File: src/bgnc_pkg.sv
// Package for the binary grid neighbor count core: sizes, register indexes,
// configuration and control structs, and the 3x3 neighbor judge function.
// Used by every other file of the block but bgnc_req_if; depends on nothing.
package bgnc_pkg;

   localparam int MAX_WIDTH = 1024;
   localparam int ADDR_W = $clog2(MAX_WIDTH);
   localparam int CNT_W = ADDR_W + 1;
   localparam int CFG_W = 11;
   localparam int ROW_W = 11;
   localparam int THR_W = 4;
   localparam int TOTAL_W = 21;
   localparam logic [TOTAL_W-1:0] TOTAL_MAX = {TOTAL_W{1'b1}};
   localparam int CSR_ADDR_W = 4;
   localparam int CSR_DATA_W = 32;
   localparam logic [CFG_W-1:0] WIDTH_RESET = CFG_W'(1024);
   localparam logic [CFG_W-1:0] HEIGHT_RESET = CFG_W'(1024);
   localparam logic [THR_W-1:0] THRESHOLD_RESET = THR_W'(4);

   typedef enum logic [1:0] {
      REG_GRID_WIDTH = 2'd0,
      REG_GRID_HEIGHT = 2'd1,
      REG_NEIGHBOR_THRESHOLD = 2'd2
   } reg_index_type;

   typedef struct packed {
      logic [CFG_W-1:0] grid_width;
      logic [CFG_W-1:0] grid_height;
      logic [THR_W-1:0] neighbor_threshold;
   } cfg_type;

   typedef struct packed {
      logic [ADDR_W-1:0] addr;
      logic occupied;
      logic first_col;
      logic row_ge1;
      logic row_ge2;
      logic last_col;
      logic last_row;
   } cell_ctl_type;

   function automatic logic [1:0] pop3(input logic [2:0] v);
      pop3 = 2'(v[0]) + 2'(v[1]) + 2'(v[2]);
   endfunction

   // Columns hold bit 0 top, bit 1 middle, bit 2 bottom; the center is the
   // middle bit of the second column.
   function automatic logic judge(input logic [2:0] x, input logic [2:0] y,
                                  input logic [2:0] z, input logic [THR_W-1:0] thr);
      logic [3:0] sum;
      sum = 4'(pop3(x)) + 4'(pop3(y)) + 4'(pop3(z));
      judge = y[1] && ((sum - 4'd1) < thr);
   endfunction

endpackage

File: src/bgnc_req_if.sv
// Input channel of the grid neighbor count core: one occupancy bit per transfer.
// Depends on nothing.
interface bgnc_req_if;
   logic valid;
   logic ready;
   logic occupied;

   modport source (output valid, output occupied, input ready);
   modport sink (input valid, input occupied, output ready);
endinterface

File: src/bgnc_rsp_if.sv
// Result channel of the grid neighbor count core: the grid total per transfer.
// Depends on bgnc_pkg.
interface bgnc_rsp_if;
   import bgnc_pkg::*;
   logic valid;
   logic ready;
   logic [TOTAL_W-1:0] qualifying_total;

   modport source (output valid, output qualifying_total, input ready);
   modport sink (input valid, input qualifying_total, output ready);
endinterface

File: src/bgnc_csr.sv
// APB-style register file of the grid neighbor count core: width, height, threshold.
// Depends on bgnc_pkg.
module bgnc_csr
   import bgnc_pkg::*;
(
   input  logic clock,
   input  logic reset,
   input  logic psel,
   input  logic penable,
   input  logic pwrite,
   input  logic [CSR_ADDR_W-1:0] paddr,
   input  logic [CSR_DATA_W-1:0] pwdata,
   output logic [CSR_DATA_W-1:0] prdata,
   output logic pready,
   output cfg_type cfg
);

   logic [CFG_W-1:0] width_ff;
   logic [CFG_W-1:0] height_ff;
   logic [THR_W-1:0] threshold_ff;
   reg_index_type index;
   logic write_en;

   assign index = reg_index_type'(paddr[CSR_ADDR_W-1:2]);
   assign pready = 1'b1;
   assign write_en = psel && penable && pwrite;

   always_ff @(posedge clock) begin
      if (reset) begin
         width_ff <= WIDTH_RESET;
         height_ff <= HEIGHT_RESET;
         threshold_ff <= THRESHOLD_RESET;
      end else if (write_en) begin
         case (index)
            REG_GRID_WIDTH: width_ff <= pwdata[CFG_W-1:0];
            REG_GRID_HEIGHT: height_ff <= pwdata[CFG_W-1:0];
            REG_NEIGHBOR_THRESHOLD: threshold_ff <= pwdata[THR_W-1:0];
            default: ;
         endcase
      end
   end

   always_comb begin
      case (index)
         REG_GRID_WIDTH: prdata = CSR_DATA_W'(width_ff);
         REG_GRID_HEIGHT: prdata = CSR_DATA_W'(height_ff);
         REG_NEIGHBOR_THRESHOLD: prdata = CSR_DATA_W'(threshold_ff);
         default: prdata = '0;
      endcase
   end

   assign cfg.grid_width = width_ff;
   assign cfg.grid_height = height_ff;
   assign cfg.neighbor_threshold = threshold_ff;

endmodule

File: src/bgnc_line_mem.sv
// Two-row line store of the grid neighbor count core: one word per column holding
// the row above and the row two above, registered read with write forwarding.
// Depends on bgnc_pkg.
module bgnc_line_mem
   import bgnc_pkg::*;
(
   input  logic clock,
   input  logic rd_en,
   input  logic [ADDR_W-1:0] rd_addr,
   input  logic wr_en,
   input  logic [ADDR_W-1:0] wr_addr,
   input  logic [1:0] wr_data,
   output logic [1:0] rd_data
);

   logic [1:0] mem [MAX_WIDTH];
   logic [1:0] rd_data_ff;

   always_ff @(posedge clock) begin
      if (wr_en) begin
         mem[wr_addr] <= wr_data;
      end
   end

   // A write landing on the same column at the same edge is passed straight through.
   always_ff @(posedge clock) begin
      if (rd_en) begin
         if (wr_en && (wr_addr == rd_addr)) begin
            rd_data_ff <= wr_data;
         end else begin
            rd_data_ff <= mem[rd_addr];
         end
      end
   end

   assign rd_data = rd_data_ff;

endmodule

File: src/bgnc_window.sv
// 3x3 window, neighbor judges and saturating total of the grid neighbor count core.
// Depends on bgnc_pkg.
module bgnc_window
   import bgnc_pkg::*;
(
   input  logic clock,
   input  logic reset,
   input  logic advance,
   input  cell_ctl_type ctl,
   input  logic [1:0] rd_data,
   input  logic [THR_W-1:0] threshold,
   output logic up_masked,
   output logic [TOTAL_W-1:0] total_out
);

   logic [8:0] window_ff;
   logic [8:0] window_in;
   logic [TOTAL_W-1:0] total_ff;
   logic [TOTAL_W-1:0] total_in;
   logic [2:0] column;
   logic [2:0] col_a;
   logic [2:0] col_b;
   logic [2:0] col_c;
   logic [3:0] hits;
   logic [2:0] hit_count;
   logic [TOTAL_W:0] total_sum;
   logic up2_masked;

   assign up_masked = ctl.row_ge1 && rd_data[0];
   assign up2_masked = ctl.row_ge2 && rd_data[1];
   assign column = {ctl.occupied, up_masked, up2_masked};

   always_comb begin
      if (ctl.first_col) begin
         window_in = {column, 6'd0};
      end else begin
         window_in = {column, window_ff[8:3]};
      end
      col_a = window_in[2:0];
      col_b = window_in[5:3];
      col_c = window_in[8:6];
      hits[0] = ctl.row_ge1 && !ctl.first_col && judge(col_a, col_b, col_c, threshold);
      hits[1] = ctl.row_ge1 && ctl.last_col && judge(col_b, col_c, 3'd0, threshold);
      hits[2] = ctl.last_row && !ctl.first_col
                && judge({1'b0, col_a[2:1]}, {1'b0, col_b[2:1]}, {1'b0, col_c[2:1]},
                         threshold);
      hits[3] = ctl.last_row && ctl.last_col
                && judge({1'b0, col_b[2:1]}, {1'b0, col_c[2:1]}, 3'd0, threshold);
      hit_count = 3'(hits[0]) + 3'(hits[1]) + 3'(hits[2]) + 3'(hits[3]);
      total_sum = {1'b0, total_ff} + (TOTAL_W+1)'(hit_count);
      if (total_sum > {1'b0, TOTAL_MAX}) begin
         total_out = TOTAL_MAX;
      end else begin
         total_out = total_sum[TOTAL_W-1:0];
      end
      if (ctl.last_col && ctl.last_row) begin
         total_in = '0;
      end else begin
         total_in = total_out;
      end
   end

   always_ff @(posedge clock) begin
      if (reset) begin
         window_ff <= '0;
         total_ff <= '0;
      end else if (advance) begin
         window_ff <= window_in;
         total_ff <= total_in;
      end
   end

endmodule

File: src/binary_grid_neighbor_count_threshold_core.sv
// Top level of the binary grid neighbor count core: raster positions, line store
// clearing, pipeline handshakes and the result register.
// Depends on bgnc_pkg, bgnc_req_if, bgnc_rsp_if, bgnc_csr, bgnc_line_mem, bgnc_window.
//
//   channel  direction  payload                  transfers
//   req      in         occupied (1 bit)         one per grid cell, raster order
//   rsp      out        qualifying_total (21)    one per grid, with the last cell
//   csr      in         APB registers 0, 4, 8    width, height, threshold
//
// One cell is taken each cycle while req.ready is high; a cell reads the line store
// at its accept edge, waits in stage s1 and is judged and written back as it leaves
// s1, which a full, stalled result register can delay. After reset the line store is
// cleared one column a cycle, all MAX_WIDTH columns, with req.ready low. After that,
// only a stalled result register with a second result waiting holds the input back.
module binary_grid_neighbor_count_threshold_core
   import bgnc_pkg::*;
(
   input  logic clock,
   input  logic reset,
   bgnc_req_if.sink req,
   bgnc_rsp_if.source rsp,
   input  logic psel,
   input  logic penable,
   input  logic pwrite,
   input  logic [CSR_ADDR_W-1:0] paddr,
   input  logic [CSR_DATA_W-1:0] pwdata,
   output logic [CSR_DATA_W-1:0] prdata,
   output logic pready
);

   cfg_type cfg;
   logic clr_active_ff;
   logic [ADDR_W-1:0] clr_addr_ff;
   logic [ADDR_W-1:0] col_ff;
   logic [ROW_W-1:0] row_ff;
   logic s1_valid_ff;
   cell_ctl_type s1_ctl_ff;
   cell_ctl_type s0_ctl;
   logic rsp_valid_ff;
   logic [TOTAL_W-1:0] rsp_total_ff;
   logic [CNT_W-1:0] width_eff;
   logic [CFG_W-1:0] height_eff;
   logic accept;
   logic s1_emit;
   logic s1_advance;
   logic [1:0] rd_data;
   logic up_masked;
   logic [TOTAL_W-1:0] total_out;
   logic mem_wr_en;
   logic [ADDR_W-1:0] mem_wr_addr;
   logic [1:0] mem_wr_data;

   bgnc_csr u_csr (
      .clock(clock), .reset(reset), .psel(psel), .penable(penable), .pwrite(pwrite),
      .paddr(paddr), .pwdata(pwdata), .prdata(prdata), .pready(pready), .cfg(cfg)
   );

   always_comb begin
      if (cfg.grid_width == '0) begin
         width_eff = CNT_W'(1);
      end else if (32'(cfg.grid_width) > MAX_WIDTH) begin
         width_eff = CNT_W'(MAX_WIDTH);
      end else begin
         width_eff = CNT_W'(cfg.grid_width);
      end
      if (cfg.grid_height == '0) begin
         height_eff = CFG_W'(1);
      end else begin
         height_eff = cfg.grid_height;
      end
   end

   assign s0_ctl.addr = col_ff;
   assign s0_ctl.occupied = req.occupied;
   assign s0_ctl.first_col = (col_ff == '0);
   assign s0_ctl.row_ge1 = (row_ff != '0);
   assign s0_ctl.row_ge2 = (row_ff > ROW_W'(1));
   assign s0_ctl.last_col = (({1'b0, col_ff} + CNT_W'(1)) >= width_eff);
   assign s0_ctl.last_row = (({1'b0, row_ff} + (ROW_W+1)'(1)) >= {1'b0, height_eff});

   assign s1_emit = s1_ctl_ff.last_col && s1_ctl_ff.last_row;
   assign s1_advance = s1_valid_ff && !(s1_emit && rsp_valid_ff && !rsp.ready);
   assign req.ready = !clr_active_ff && (!s1_valid_ff || s1_advance);
   assign accept = req.valid && req.ready;

   always_ff @(posedge clock) begin
      if (reset) begin
         clr_active_ff <= 1'b1;
         clr_addr_ff <= '0;
      end else if (clr_active_ff) begin
         clr_addr_ff <= clr_addr_ff + ADDR_W'(1);
         if (clr_addr_ff == ADDR_W'(MAX_WIDTH - 1)) begin
            clr_active_ff <= 1'b0;
         end
      end
   end

   always_ff @(posedge clock) begin
      if (reset) begin
         col_ff <= '0;
         row_ff <= '0;
      end else if (accept) begin
         if (s0_ctl.last_col) begin
            col_ff <= '0;
            if (s0_ctl.last_row) begin
               row_ff <= '0;
            end else begin
               row_ff <= row_ff + ROW_W'(1);
            end
         end else begin
            col_ff <= col_ff + ADDR_W'(1);
         end
      end
   end

   always_ff @(posedge clock) begin
      if (reset) begin
         s1_valid_ff <= 1'b0;
      end else if (accept) begin
         s1_valid_ff <= 1'b1;
      end else if (s1_advance) begin
         s1_valid_ff <= 1'b0;
      end
   end

   always_ff @(posedge clock) begin
      if (accept) begin
         s1_ctl_ff <= s0_ctl;
      end
   end

   always_comb begin
      if (clr_active_ff) begin
         mem_wr_en = 1'b1;
         mem_wr_addr = clr_addr_ff;
         mem_wr_data = 2'b00;
      end else begin
         mem_wr_en = s1_advance;
         mem_wr_addr = s1_ctl_ff.addr;
         mem_wr_data = {up_masked, s1_ctl_ff.occupied};
      end
   end

   bgnc_line_mem u_line_mem (
      .clock(clock), .rd_en(accept), .rd_addr(col_ff), .wr_en(mem_wr_en),
      .wr_addr(mem_wr_addr), .wr_data(mem_wr_data), .rd_data(rd_data)
   );

   bgnc_window u_window (
      .clock(clock), .reset(reset), .advance(s1_advance), .ctl(s1_ctl_ff),
      .rd_data(rd_data), .threshold(cfg.neighbor_threshold), .up_masked(up_masked),
      .total_out(total_out)
   );

   always_ff @(posedge clock) begin
      if (reset) begin
         rsp_valid_ff <= 1'b0;
      end else if (s1_advance && s1_emit) begin
         rsp_valid_ff <= 1'b1;
      end else if (rsp.ready) begin
         rsp_valid_ff <= 1'b0;
      end
   end

   always_ff @(posedge clock) begin
      if (s1_advance && s1_emit) begin
         rsp_total_ff <= total_out;
      end
   end

   assign rsp.valid = rsp_valid_ff;
   assign rsp.qualifying_total = rsp_total_ff;

endmodule
File: src/flat_wrapper.sv
// flat-port wrapper written by rule: the top's interface ports become plain ports
module binary_grid_neighbor_count_threshold_core_flat import bgnc_pkg::*;
  (clock, reset, psel, penable, pwrite, paddr, pwdata, prdata, pready, req_valid, req_occupied, req_ready, rsp_valid, rsp_qualifying_total, rsp_ready);
  bgnc_req_if req_i ();
  bgnc_rsp_if rsp_i ();
  input  logic clock;
  input  logic reset;
  input  logic psel;
  input  logic penable;
  input  logic pwrite;
  input  logic [CSR_ADDR_W-1:0] paddr;
  input  logic [CSR_DATA_W-1:0] pwdata;
  output logic [CSR_DATA_W-1:0] prdata;
  output logic pready;
  input wire logic [$bits(req_i.valid)-1:0] req_valid;
  input wire logic [$bits(req_i.occupied)-1:0] req_occupied;
  output wire logic [$bits(req_i.ready)-1:0] req_ready;
  output wire logic [$bits(rsp_i.valid)-1:0] rsp_valid;
  output wire logic [$bits(rsp_i.qualifying_total)-1:0] rsp_qualifying_total;
  input wire logic [$bits(rsp_i.ready)-1:0] rsp_ready;
  assign req_i.valid = req_valid;
  assign req_i.occupied = req_occupied;
  assign req_ready = req_i.ready;
  assign rsp_valid = rsp_i.valid;
  assign rsp_qualifying_total = rsp_i.qualifying_total;
  assign rsp_i.ready = rsp_ready;
  binary_grid_neighbor_count_threshold_core u_core (.clock(clock), .reset(reset), .req(req_i), .rsp(rsp_i), .psel(psel), .penable(penable), .pwrite(pwrite), .paddr(paddr), .pwdata(pwdata), .prdata(prdata), .pready(pready));
endmodule
File: config.mk
export PLATFORM = sky130hd
export DESIGN_NAME = binary_grid_neighbor_count_threshold_core_flat
export DESIGN_NICKNAME = d
export VERILOG_FILES = /design/src/bgnc_pkg.sv /design/src/bgnc_req_if.sv /design/src/bgnc_rsp_if.sv /design/src/bgnc_csr.sv /design/src/bgnc_line_mem.sv /design/src/bgnc_window.sv /design/src/binary_grid_neighbor_count_threshold_core.sv /design/src/flat_wrapper.sv
export SDC_FILE = /design/constraint.sdc
export NUM_CORES = 2
export LEC_CHECK = 0
export BUFFER_PORTS_ARGS = -buffer_cell sky130_fd_sc_hd__buf_4
export CAP_MARGIN = 20
export CORE_MARGIN = 2
export CORE_UTILIZATION = 38
export CTS_CLUSTER_SIZE = 8
export DETAILED_ROUTE_END_ITERATION = 10
export MAX_ROUTING_LAYER = met4
export PLACE_DENSITY = 0.54
export SYNTH_ARGS = -nofsm -noshare
export SYNTH_HDL_FRONTEND = slang
export SYNTH_SLANG_ARGS = --single-unit
File: constraint.sdc
create_clock -name clock -period 33.9 [get_ports clock]
set_input_delay 1.695 -clock clock [delete_from_list [all_inputs] [get_ports clock]]
set_output_delay 1.695 -clock clock [all_outputs]
set_load 0.02 [all_outputs]
# After elaboration in Yosys (flattened, before gate mapping)
# Memory sizes are Yosys's and may differ from the RTL's. A register that Yosys moved wholly into a read port is not among the register bits.
# Index checks and enable logic that the tools add are counted.
[word_totals] input_bits=44 mem_count=1 mem_bits_ro=0 ram_bits=2048 latchBits=0 regBits=127
[classes] shifts=0 magnitude_cmp=9 n_mul=0 reduce_logical=39 bitwise=0 n_div=0 n_mux=20 n_eq_ne=3 n_addsub=28
[mem_list] name="u_core.u_line_mem.mem" depth=1024 word_bits=2 read_ports=1 rd_clocked_by_memory_dff=1 write_ports=1 line="bgnc_line_mem.sv:16" rtl="logic [1:0] mem [MAX_WIDTH];"
[ops] op="$mux W11" count=4
[ops] op="$mux W21" count=2
[ops] op="$pmux W11 S3" count=1
[ops] op="$add A21 B3 Y22" count=1
[ops] op="$gt A22 B21 Y1 const B" count=1
[ops] op="$logic_and A1 B1 Y1" count=22
[ops] op="$logic_not A11 Y1" count=2
[ops] op="$add A10 B1 Y10 const B" count=2
[ops] op="$mux W10" count=2
[ops] op="$lt A4 B4 Y1" count=4
[ops] op="$add A1 B1 Y2" count=7
[ops] op="$add A11 B1 Y12 const B" count=1
[ops] op="$add A2 B2 Y3" count=4
[ops] op="$ge A12 B11 Y1" count=1
[ops] op="$add A10 B1 Y11 const B" count=1
[ops] op="$add A11 B1 Y11 const B" count=1
[ops] op="$ge A11 B11 Y1" count=1
[ops] op="$gt A11 B1 Y1 const B" count=1
[ops] op="$gt A11 B11 Y1 const B" count=1
[ops] op="$reduce_bool A11 Y1" count=1
[ops] op="$eq A10 B10 Y1 const B" count=1
[ops] op="$logic_not A10 Y1" count=1
[ops] op="$mux W1" count=9
[ops] op="$add A3 B2 Y4" count=2
[ops] op="other kinds (14)" count=26

# Longest topological paths before layout
[depth] depth_word=16 depth_mapped=26

# Cells and area by module
# A second synthesis with hierarchy kept.
[hier_totals] cells_unflattened=5656 area_unflattened_um2=91846.8
[modules_own_cells] mod="bgnc_line_mem" n_inst=1 cells_per_inst=4816 area_each_um2=84130.7 seq_area_each_um2=61559.0
[modules_own_cells] mod="binary_grid_neighbor_count_threshold_core" n_inst=1 cells_per_inst=348 area_each_um2=3632.2 seq_area_each_um2=1791.7
[modules_own_cells] mod="bgnc_window" n_inst=1 cells_per_inst=337 area_each_um2=2646.3 seq_area_each_um2=540.5
[modules_own_cells] mod="bgnc_csr" n_inst=1 cells_per_inst=155 area_each_um2=1437.6 seq_area_each_um2=520.5

# Worst setup path after synthesis
# OpenSTA, ideal clock, no wires.
[synth_timing] path_kind="reg-to-reg" from="reg u_core.clr_active_ff" to="mem u_core.u_line_mem.mem[0][0], data pin" stages_incl_launch_ff=6 arrival_time_ps=24636 t_required_ps=28956 slack_ps=4320 cell_sequence="dfxtp_1 -> clkbuf_1 -> clkbuf_1 -> clkbuf_1 -> buf_1 -> nor2_1"
[synth_via] elab_chain_len=1
[synth_lines] item="start, declared" line="binary_grid_neighbor_count_threshold_core.sv:32" rtl="logic clr_active_ff;"
[synth_lines] item="start signal, assigned" line="binary_grid_neighbor_count_threshold_core.sv:88" rtl="clr_active_ff <= 1'b1;"
[synth_lines] item="start signal, assigned" line="binary_grid_neighbor_count_threshold_core.sv:93" rtl="clr_active_ff <= 1'b0;"
[synth_lines] item="$mux W2" line="binary_grid_neighbor_count_threshold_core.sv:133" rtl="if (clr_active_ff) begin"
[synth_lines] item="via u_core.mem_wr_data[0]" line="binary_grid_neighbor_count_threshold_core.sv:51" rtl="logic [1:0] mem_wr_data;"
[synth_lines] item="end, declared" line="bgnc_line_mem.sv:16"
# The timed path passes the listed nets, and every way through them passes these cells.

# Worst setup path after layout
[layout_timing] from="reg u_core.s1_ctl_ff[4] (netlist bit)" to="reg u_core.u_window.total_ff[4]"
[layout_via] elab_cells_between_ends=39 classes_between="add/sub (20); order compare (5); mux (3); reduce/logical (11)"
[layout_rtl] item="start, declared" line="binary_grid_neighbor_count_threshold_core.sv:37" rtl="cell_ctl_type s1_ctl_ff;"
[layout_rtl] item="start signal, assigned" line="binary_grid_neighbor_count_threshold_core.sv:128" rtl="s1_ctl_ff <= s0_ctl;"
[layout_rtl] item="$mux W6 (*)" line="bgnc_window.sv:34" rtl="if (ctl.first_col) begin"
[layout_rtl] item="via u_core.u_window.window_in[5]" line="bgnc_window.sv:17" rtl="logic [8:0] window_in;"
[layout_rtl] item="$add A2 B1 Y2" line="bgnc_pkg.sv:43" rtl="pop3 = 2'(v[0]) + 2'(v[1]) + 2'(v[2]);"
[layout_rtl] item="$add A2 B2 Y3" line="bgnc_pkg.sv:51" rtl="sum = 4'(pop3(x)) + 4'(pop3(y)) + 4'(pop3(z));"
[layout_rtl] item="$add A3 B2 Y4" line="bgnc_pkg.sv:51"
[layout_rtl] item="$sub A4 B1 Y4" line="bgnc_pkg.sv:52" rtl="judge = y[1] && ((sum - 4'd1) < thr);"
[layout_rtl] item="$lt A4 B4 Y1" line="bgnc_pkg.sv:52"
[layout_rtl] item="$logic_and A1 B1 Y1" line="bgnc_pkg.sv:52"
[layout_rtl] item="$logic_and A1 B1 Y1" line="bgnc_window.sv:42" rtl="hits[0] = ctl.row_ge1 && !ctl.first_col && judge(col_a, col_b, col_c, threshold);"
[layout_rtl] item="$add A1 B1 Y2" line="bgnc_window.sv:49" rtl="hit_count = 3'(hits[0]) + 3'(hits[1]) + 3'(hits[2]) + 3'(hits[3]);"
[layout_rtl] item="$add A2 B1 Y3" line="bgnc_window.sv:49"
[layout_rtl] item="$add A3 B1 Y3 (*)" line="bgnc_window.sv:49"
[layout_rtl] item="$add A21 B3 Y22 (*)" line="bgnc_window.sv:50" rtl="total_sum = {1'b0, total_ff} + (TOTAL_W+1)'(hit_count);"
[layout_rtl] item="$gt A22 B21 Y1" line="bgnc_window.sv:51" rtl="if (total_sum > {1'b0, TOTAL_MAX}) begin"
[layout_rtl] item="$mux W21 (*)" line="bgnc_window.sv:51"
[layout_rtl] item="via u_core.total_out[4]" line="binary_grid_neighbor_count_threshold_core.sv:48" rtl="logic [TOTAL_W-1:0] total_out;"
[layout_rtl] item="$mux W21 (*)" line="bgnc_window.sv:56" rtl="if (ctl.last_col && ctl.last_row) begin"
[layout_rtl] item="end signal, assigned" line="bgnc_window.sv:69" rtl="total_ff <= total_in;"
[layout_rtl] item="end, declared" line="bgnc_window.sv:18" rtl="logic [TOTAL_W-1:0] total_ff;"
# Mark *: on every way through the listed nets, which the timed path passes. The rest lies on a longest branch.
# A chain may end at the register's enable or synchronous reset.

==> results.sh <==
export IMPL_slew_viol_final=0
export IMPL_cpMostUsedCell="fa_1"
export IMPL_grtUsageTotal_pct=21.9
export IMPL_cts_buffer_depth=4
export IMPL_cts_sinks=2174
export IMPL_cap_viol_max_count=0
export IMPL_pwr_share_seq_pct=50.7
export IMPL_drc_errors=0
export IMPL_grt_ovfl_total=0
export IMPL_ys_seq_area_share_pct=70.7
export IMPL_synthSimpleGateAreaFrac_pct=7.66
export IMPL_crit_arrival_ns=8.05
export IMPL_cp_slowest_stage_delay_ns=0.78
export IMPL_syn_area_um2=91100
export IMPL_r2r_start="u_core.s1_ctl_ff[4]"
export IMPL_wirelength_um=261000
export IMPL_swShare_pct=19.4
export IMPL_first_pass_iters=5
export IMPL_crit_reg2reg_capture="u_core.u_window.total_ff[4]"
export IMPL_drive_gt1_share_pct=20.5
export IMPL_synth_warnings=0
export IMPL_cp_num_cells=20
export IMPL_core_area_um2=238000
export IMPL_worstPathBufferInverterCount=0
export IMPL_status="finished, final reports clean"
export IMPL_clkTransAtPathRegs_ns=0.05
export IMPL_final_common_cell="edfxtp_1"
export IMPL_synthCells=5532
export IMPL_period_needed_ns=7.22
export IMPL_p_leak_nw=36.8
export IMPL_crit_fanout=18
export IMPL_whs_ns=0.455
export IMPL_synth_seq_cells=2174
export IMPL_tightest_slew_ns=1.30
export IMPL_cts_hold_buffers=0
export IMPL_start_kind="flip-flop"
export IMPL_dieArea_um2=244000
export IMPL_peakVddDrop_mv=0.0494
export IMPL_p_sw_mw=1.11
export IMPL_setup_viol=0
export IMPL_wire_per_inst_um=29.5
export IMPL_dieWidth_um=494
export IMPL_ys_types=76
export IMPL_grt_pass1_wl_um=374000
export IMPL_fp_row_count=179
export IMPL_ys_flop_type="edfxtp_1"
export IMPL_grt_setup_unrepaired="false"
export IMPL_power_density_nw_per_um2=55.3
export IMPL_p_int_mw=4.62
export IMPL_critPathSlowestCell="nand4_1"
export IMPL_final_cell_mix="edfxtp_1 (2087), nor2_1 (1127), mux4_2 (528)"
export IMPL_crit_path_start="u_core.s1_ctl_ff[4]"
export IMPL_first_iter_violations=6036
export IMPL_port_buffer_count=54
export IMPL_grt_antenna_before_repair=18
export IMPL_critPathTopFamily="adder cells"
export IMPL_muxShareOfSynthArea_pct=14.8
export IMPL_syn_avg_cell_area_um2=16.5
export IMPL_timing_final_ws_setup_ns=26.68
export IMPL_slew_headroom_pct=13.3
export IMPL_num_vias=51000
export IMPL_die_y_um=494
export IMPL_holdCritPathClass="reg -> reg"
export IMPL_ios=100
export IMPL_cts_setup_buffers=0
export IMPL_clk_latency_ns=0.94
export IMPL_synth_xor_area_share_pct=0.529
export IMPL_clockPowerShare_pct=48.5
export IMPL_finalHoldViolCount=0
export IMPL_grt_pass1_vias=51900
export IMPL_r2r_slack_ns=26.68
export IMPL_synth_edf_count=2087
export IMPL_fmax_mhz=139
export IMPL_dp_final_hpwl_um=142000
export IMPL_crit_chain="nor2b_1 > fa_1 > fa_1 > ha_1 > fa_1 > xor2_1 > ha_1 > nor2b_1 > o21ai_0 > nand4b_1 > fa_1 > fa_1 > nor2b_1 > o2111ai_1 > or2_2 > nor4_1 > nand4_1 > o21ai_0 > a22oi_1 > nor2_1"
export IMPL_fin_worst_skew_ns=0.0358
export IMPL_cp_data_required_time_ns=34.73
export IMPL_combPwrFrac_pct=0.7
export IMPL_globalplace_congestion=0.819
export IMPL_synth_compound_area_share_pct=2.65
export IMPL_fin_nets=5745
export IMPL_cts_resized=0
export IMPL_async_flop_share_pct=0
export IMPL_grt_max_degree=242
export IMPL_cts_tree="done"
export IMPL_critPathKind="reg -> reg"
export IMPL_finalPower_mw=5.73
export IMPL_worstRegToRegCells=20
export IMPL_cts_root_buf="clkbuf_16"
export IMPL_cp_end_kind="flip-flop"
export IMPL_finalCritPeriodShare_pct=21.3
export IMPL_cts_made_buffers=322
export IMPL_setup_tns_final_ns=0
export IMPL_place_ws_ns=26.68
export IMPL_synth_top_family_by_area="multiplexers"
export IMPL_endpoint="u_core.u_window.total_ff[4]"
export IMPL_htree_levels=5
export IMPL_ant_nets=0
export IMPL_via_per_inst=5.76
export IMPL_synthAdderAreaFrac_pct=0.994
export IMPL_start_util_pct=38.3
export IMPL_syn_to_final_growth_pct=13.7
routing by layer:
metal	routed length (µm)	global-route usage, %
met1	110000	29.9
met2	122000	33.4
met3	21300	3.84
met4	7840	6.78
met5	0	-
how the worst min path moves through the flow:
stage / from / slack, ns / to / depth (start not counted)
global route: u_core.u_window.window_ff[4] / 0.48 / u_core.u_window.window_ff[4] / 2
finish: u_core.u_window.window_ff[5] / 0.45 / u_core.u_window.window_ff[5] / 2
CTS: u_core.u_window.window_ff[4] / 0.46 / u_core.u_window.window_ff[4] / 2
global placement: u_core.u_window.window_ff[6] / 0.44 / u_core.u_window.window_ff[6] / 2
detailed placement: u_core.u_window.window_ff[4] / 0.45 / u_core.u_window.window_ff[4] / 2
floorplan: u_core.col_ff[2] / 0.40 / u_core.s1_ctl_ff[8] / 0
Yosys cell counts (25+ instances only):
library cell  instances  area, µm²
o21ai_0              52        260
nand3_1              58        290
o22ai_1              27        169
a22oi_1              65        488
clkbuf_1            263        987
nand2b_1             28        175
nor3_1               60        300
a21oi_1              77        385
dfxtp_1              87       1740
buf_6                31        349
edfxtp_1           2087      62700
mux2i_1             127       1270
nor2_1             1135       4260
inv_1                63        236
buf_2                71        355
ha_1                 58        726
xnor2_1              29        254
nor2b_1              29        181
buf_1                29        109
buf_4                52        390
xor2_1               26        228
nand4_1              25        156
nand2_1             256        961
mux4_2              528      11900
worst min-delay path, cell delays in order (launching register included):
cell	delay (ns)
dfxtp_1	0.30
nand2_1	0.05
a21oi_1	0.05
final cells by class:
| type | instances | area, µm² |
|---|---|---|
| fillers | 20900 | 134000 |
| flip-flops and latches | 2174 | 64400 |
| multi-input cells | 2865 | 24500 |
| clock buffers | 362 | 8360 |
| well taps | 3167 | 3960 |
| repair buffers | 206 | 2040 |
| inverters | 65 | 248 |
| clock inverters | 5 | 38.8 |
| diodes | 4 | 10.0 |
logic make-up after synthesis:
| family | after synthesis |
|---|---|
| AOI/OAI and AO/OA | 356 |
| buffers and inverters | 513 |
| and+or+nand+nor | 1685 |
| adders and majority gates | 67 |
| xor gates and xnor gates | 55 |
| other | 2 |
| DFF | 2174 |
| muxes | 680 |
per-stage QoR:
| step | utilization (%) | cell area (µm²) | cells |
|---|---|---|---|
| after floorplan | - | 91200 | 5552 |
| after global placement | 39.8 | 94700 | 8456 |
| after detailed placement | 40.0 | 95100 | 8475 |
| after CTS | 43.5 | 104000 | 8842 |
| after global routing | 43.5 | 104000 | 8847 |
| final | 43.5 | 104000 | 8848 |
sequential cells by signal (all words and copies together), names as in the netlist:
name	cells
u_core.s1_valid_ff	1
u_core.u_csr.width_ff	11
u_core.col_ff	10
u_core.clr_active_ff	1
u_core.u_window.total_ff	21
u_core.u_window.window_ff	6
u_core.row_ff	11
u_core.s1_ctl_ff	16
u_core.u_csr.threshold_ff	4
u_core.u_line_mem.mem	2048
u_core.rsp.qualifying_total	21
u_core.clr_addr_ff	10
u_core.rsp.valid	1
u_core.u_line_mem.rd_data	2
u_core.u_csr.height_ff	11
power by group through the flow:
stage / Combinational [mW] / Sequential, mW / Clock [mW]
floorplan: 0.0235 / 2.96 / 0
global placement: 0.0427 / 2.96 / 0
detailed placement: 0.0427 / 2.96 / 0
CTS: 0.0430 / 2.91 / 2.83
global route: 0.0451 / 2.90 / 2.93
finish: 0.0430 / 2.91 / 2.78
No activity file was read; power rests on OpenSTA's default activity.
